## config.mk

```make
export PLATFORM = sky130hd
export DESIGN_NAME = tws_ctrl
export DESIGN_NICKNAME = d
export VERILOG_FILES = /design/src/rtl/trie_word_store_assert.svh /design/src/rtl/tws_pkg.sv /design/src/rtl/tws_ctrl.sv
export SDC_FILE = /design/constraint.sdc
export NUM_CORES = 1
export LEC_CHECK = 0
export BUFFER_PORTS_ARGS = -buffer_cell sky130_fd_sc_hd__buf_2
export CAP_MARGIN = 20
export CORE_AREA = 2 2 39 41
export DETAILED_ROUTE_END_ITERATION = 7
export DIE_AREA = 0 0 41 43
export MAX_ROUTING_LAYER = met4
export SLEW_MARGIN = 20
export SYNTH_ARGS = -nofsm -noshare
export SYNTH_HDL_FRONTEND = slang
export SYNTH_SLANG_ARGS = --single-unit
```

## constraint.sdc

```tcl
create_clock -name clk -period 1.3 [get_ports clk]
set_input_delay 0.13 -clock clk [delete_from_list [all_inputs] [get_ports clk]]
set_output_delay 0.13 -clock clk [all_outputs]
set_load 0.02 [all_outputs]
```

## src/rtl/trie_word_store_assert.svh

```systemverilog
// Assertion macros shared by the trie word store.
`ifndef TRIE_WORD_STORE_ASSERT_SVH
`define TRIE_WORD_STORE_ASSERT_SVH

// Check that the consequent holds in the same cycle as the antecedent.
`define TWS_ASSERT_SAME(lbl, ante, cons, msg) \
	lbl: assert property (@(posedge clk) disable iff (!arst_n) (ante) |-> (cons)) \
		else $error(msg);

// Check that the consequent holds in the cycle after the antecedent.
`define TWS_ASSERT_NEXT(lbl, ante, cons, msg) \
	lbl: assert property (@(posedge clk) disable iff (!arst_n) (ante) |=> (cons)) \
		else $error(msg);

`endif

```

## src/rtl/tws_pkg.sv

```systemverilog
package tws_pkg;

	// Fixed field widths
	localparam int OPC_W = 2;
	localparam int LTR_W = 5;
	// Wide enough to compare a letter against any alphabet size up to 256
	localparam int LTR_CMP_W = 9;

	// Word opcodes
	localparam logic [OPC_W-1:0] OP_INSERT = 2'd0;
	localparam logic [OPC_W-1:0] OP_SEARCH = 2'd1;
	localparam logic [OPC_W-1:0] OP_PREFIX = 2'd2;

	// Controller states
	typedef enum logic [2:0] {
		ST_CLEAR,
		ST_IDLE,
		ST_UPDATE,
		ST_TERM,
		ST_RESP
	} tws_state_t;

	// Commands from controller to datapath
	typedef struct packed {
		logic clear;
		logic accept;
		logic update;
		logic term;
		logic resp;
	} tws_cmd_t;

	// Status from datapath to controller
	typedef struct packed {
		logic clear_done;
		logic need_read;
		logic item_last;
		logic last_q;
		logic out_free;
	} tws_sts_t;

endpackage

```

## src/rtl/tws_ctrl.sv

```systemverilog
module tws_ctrl (
	input  logic              clk,
	input  logic              arst_n,
	input  logic              in_valid,
	output logic              in_ready,
	input  tws_pkg::tws_sts_t sts,
	output tws_pkg::tws_cmd_t cmd
);

	tws_pkg::tws_state_t state_q;
	tws_pkg::tws_state_t state_d;

	// State register
	always_ff @(posedge clk or negedge arst_n) begin
		if (!arst_n) begin
			state_q <= tws_pkg::ST_CLEAR;
		end else begin
			state_q <= state_d;
		end
	end

	// Next state
	always_comb begin
		state_d = state_q;
		case (state_q)
			tws_pkg::ST_CLEAR: begin
				if (sts.clear_done) begin
					state_d = tws_pkg::ST_IDLE;
				end
			end
			tws_pkg::ST_IDLE: begin
				if (in_valid) begin
					if (sts.need_read) begin
						state_d = tws_pkg::ST_UPDATE;
					end else if (sts.item_last) begin
						state_d = tws_pkg::ST_TERM;
					end
				end
			end
			tws_pkg::ST_UPDATE: begin
				state_d = sts.last_q ? tws_pkg::ST_TERM : tws_pkg::ST_IDLE;
			end
			tws_pkg::ST_TERM: begin
				state_d = tws_pkg::ST_RESP;
			end
			tws_pkg::ST_RESP: begin
				if (sts.out_free) begin
					state_d = tws_pkg::ST_IDLE;
				end
			end
			default: begin
				state_d = tws_pkg::ST_CLEAR;
			end
		endcase
	end

	// Outputs
	always_comb begin
		cmd      = '0;
		in_ready = 1'b0;
		case (state_q)
			tws_pkg::ST_CLEAR: begin
				cmd.clear = 1'b1;
			end
			tws_pkg::ST_IDLE: begin
				in_ready   = 1'b1;
				cmd.accept = in_valid;
			end
			tws_pkg::ST_UPDATE: begin
				cmd.update = 1'b1;
			end
			tws_pkg::ST_TERM: begin
				cmd.term = 1'b1;
			end
			tws_pkg::ST_RESP: begin
				cmd.resp = sts.out_free;
			end
			default: begin
				cmd = '0;
			end
		endcase
	end

endmodule

```

* Word-level counts from Yosys, hierarchy flattened
Cells that the tools add are included.
Operators by class: equal/unequal tests 8, mux-type cells 13, reductions and logical operators 2
Operators with widths (count):
- 2-to-1 mux 3 bit | 5
- one-hot mux 3 bit (5 select lines) | 1
- equality test 3 x 2 -> 1 bit, second input constant | 2
- 2-to-1 mux 1 bit | 6
- inequality test 2 bit, second input constant | 3
- AND reduction 4 bit | 1
- equality test 3 x 1 -> 1 bit, second input constant | 1
- equality test 3 bit, second input constant | 1
- zero test 3 bit | 1
- inequality test 3 bit, second input constant | 1
- 2-to-1 mux 2 bit | 1
Storage, ports and cells: bits in registers 3, input bits 8, logic and storage cells 24

* Depth between registers and ports, before layout
depth after elaboration 4, mapped depth 3

* Worst setup path before layout
OpenSTA, ideal clock, no wires.
kind reg-to-output, from reg state_q[2], to out cmd[3] (netlist bit), arrival time 1.093 ns, data required time 1.170 ns, setup slack 0.077 ns, cell stages (with the launch flop) 4, path buffers 0, path through dfrtp_1 nor3b_2 nand2_1 inv_1
RTL lines:
- from (decl) | RTL line tws_ctrl.sv:10 | tws_pkg::tws_state_t state_q;
- from (signal assigned) | RTL line tws_ctrl.sv:16 | state_q <= tws_pkg::ST_CLEAR;
- from (signal assigned) | RTL line tws_ctrl.sv:18 | state_q <= state_d;
- to (decl) | RTL line tws_ctrl.sv:7 | output tws_pkg::tws_cmd_t cmd

==> qor.yml <==
global_routing:
  gr-total-overflow: 0
  grt_pass1_vias: 224
  grt_first_pass_wirelength_um: 869
  grt_max_degree: 8
  grtUsageTotal_pct: 8.36
  antenna_found_initial: 0
worst_setup_path:
  crit_path_end_kind: "output port"
  path_max_fanout: 7
  crit_path_end: "cmd[3]"
  start_kind: "flop"
  reg2reg_slack_ns: 0.20
  required_ns: 1.17
  crit_type: "reg -> out"
  rr_worst_depth: 5
  r2r_end: "state_q[0]$_DFFE_PN0P_"
  arrival_ns: 1.17
  rr_startpoint: "state_q[1]$_DFFE_PN0P_"
  crit_start: "state_q[2]$_DFFE_PN0P_"
die:
  die_w_um: 41
  start_util_pct: 13.4
  io_pins: 14
  dieArea_mm2: 0.00176
  core_mm2: 0.00138
  rows: 14
  fp.dieH_um: 43
sta:
  whs_ns: 0.0813
  max_freq_mhz: 772
  skew_ns: 0.000408
  final_hold_viol_count: 0
  worst_pin_slew_ns: 0.187
  setup_viol: 0
  slew_headroom_pct: 87.5
  slew_viol_final: 0
  rsz0062_at_grt: "true"
  finalCritPeriodShare_pct: 99.7
  layout_min_cycle_time_ns: 1.30
logic_synthesis:
  yosysTopAreaCell: "dfrtp_1"
  synth_area_um2: 185
  syn-num-nets: 29
  synth.area.top_cells: "dfrtp_1 (41%), nor3b_2 (6.8%), nand2_1 (6.1%), nand4bb_1 (6.1%), nor2_1 (6.1%)"
  ys_warn_count: 0
  synthCells: 21
  synth_top_area_share_pct: 40.5
  synth.distinct_cells: 15
  synth_seq_cells: 3
  syn_area_per_cell_um2: 8.82
  ys_seq_area_share_pct: 40.5
detailed_routing:
  avgRoutedWirePerCell_um: 8.97
  drc: 0
  final_antenna_net_count: 0
  drt_wl_total_um: 538
  vias_per_cell: 3.87
  dr.pass1.iters: 1
  drt_iter0_markers: 0
  vias: 232
flow_run:
  cap_viol_max_count: 0
layout:
  largest_reg_flops: 3
  final_core_util_pct: 26.3
  stdcell_count: 60
  top_regs: "state_q (3)"
  top_register: "state_q"
  area_delta_synth_final_pct: 96.6
  regArea_um2: 78.8
  multi_input_area_um2: 114
  layout_common_cells: "buf_2 (11), buf_4 (6), nand2_1 (3), clkbuf_4 (3), dfrtp_2 (3)"
  layout_commonest_cell: "buf_2"
  antenna_cells: 0
  fillCellCount: 164
  final_nets: 53
  drive_gt1_share_pct: 63.6
  design_area_um2: 364
clocking:
  cts_tree: "built"
  cts.clk_slew.worst_paths_ns: 0.04
  cts_max_level: 1
  root_buffer: "clkbuf_4"
  cts_num_sinks: 3
  cts_made_buffers: 3
  clk_latency_ns: 0.24
  cts_buffer_depth: 2
power:
  seq_power_share_pct: 24.1
  p_int_mw: 0.515
  irDropWorstVdd_v: 0.00106
  clockPowerShare_pct: 19.0
  p_leak_nw: 0.189
  p_total_mw: 0.884
  combPwrFrac_pct: 57.0
  swShare_pct: 41.7
  p_per_area_mw_per_mm2: 2430
  netSwitchingPower_mw: 0.368
placed_design:
  io_buffers: 13
  dp_hpwl_um: 370
  place_congestion: 0.741
  dp_cells: 50
  dpl_cell_area_um2: 270
status:
  status: "finished clean"
hold_path:
  hp-class: "in -> reg"
## critical path, cell delays in order (launching register included)
cell	delay, ns
dfrtp_2	0.44
nor3b_2	0.21
nand2_1	0.09
inv_1	0.08
buf_6	0.11
## power by group through the flow
| stage | Sequential [mW] | Clock (mW) | Combinational [mW] |
|---|---|---|---|
| floorplan | 0.193 | 0 | 0.263 |
| global placement | 0.218 | 0 | 0.361 |
| detailed placement | 0.217 | 0 | 0.365 |
| CTS | 0.207 | 0.178 | 0.470 |
| global route | 0.226 | 0.177 | 0.550 |
| finish | 0.213 | 0.168 | 0.503 |
## per-stage QoR
| stage | setup WS (ns) | setup TNS, ns |
|---|---|---|
| global placement | 0.231 | 0 |
| detailed placement | 0.213 | 0 |
| finish | 0.00423 | 0 |
| floorplan | 0.0770 | 0 |
| CTS | 0.00370 | 0 |
| global route | -0.0652 | -0.111 |
## Yosys cell counts
| cell type | number |
|---|---|
| and2_2 | 1 |
| nand4bb_1 | 1 |
| and3b_1 | 1 |
| nor3_1 | 1 |
| o21ai_0 | 1 |
| and3_1 | 1 |
| o21ai_1 | 1 |
| nand3b_1 | 1 |
| dfrtp_1 | 3 |
| o21bai_1 | 1 |
| nor2_1 | 3 |
| inv_1 | 1 |
| nor3b_2 | 1 |
| a211oi_1 | 1 |
| nand2_1 | 3 |
## area by class of cell
class | count | share of cell area [%]
flip-flops and latches | 3 | 21.6
inverters | 1 | 1.03
repair buffers | 19 | 33.3
multi-input cells | 17 | 31.3
well taps | 16 | 5.50
clock buffers | 4 | 7.22
## cells by family (layout without fill, tap and decap cells)
kind of cell | Yosys count | after routing | synth area share, %
buffers and inverters | 1 | 24 | 2.03
DFF | 3 | 3 | 40.5
and+or+nand+nor | 13 | 13 | 43.9
AOI/OAI and AO/OA | 4 | 4 | 13.5
## worst min-delay path by stage
stage                       from                      to  slack [ns]  cells past startpoint
final                     sts[0]  state_q[2]$_DFFE_PN0P_        0.08                      2
after global routing      sts[0]  state_q[2]$_DFFE_PN0P_        0.10                      2
after CTS                 sts[0]  state_q[2]$_DFFE_PN0P_        0.07                      2
after detailed placement  arst_n  state_q[0]$_DFFE_PN0P_       -0.07                      1
after global placement    arst_n  state_q[0]$_DFFE_PN0P_       -0.07                      1
after floorplan           arst_n  state_q[0]$_DFFE_PN0P_       -0.17                      0
## metal layers
layer / vias up / track usage (%) / routed length, um
li1: 122 / - / -
met1: 97 / 8.44 / 206
met2: 11 / 10.3 / 265
met3: 2 / 3.66 / 46
met4: 0 / 10.0 / 19
met5: - / - / 0
## timing repair
item / CTS / global route
endpoints found under the setup margin: 2 / 3
setup buffers: 4 / 1
resized for setup: 4 / 4
pin swaps: 1 / 2
endpoints found under the hold margin: 3 / 0
hold buffers: 1 / 0
Note: power is estimated with default switching activity, not from simulation.
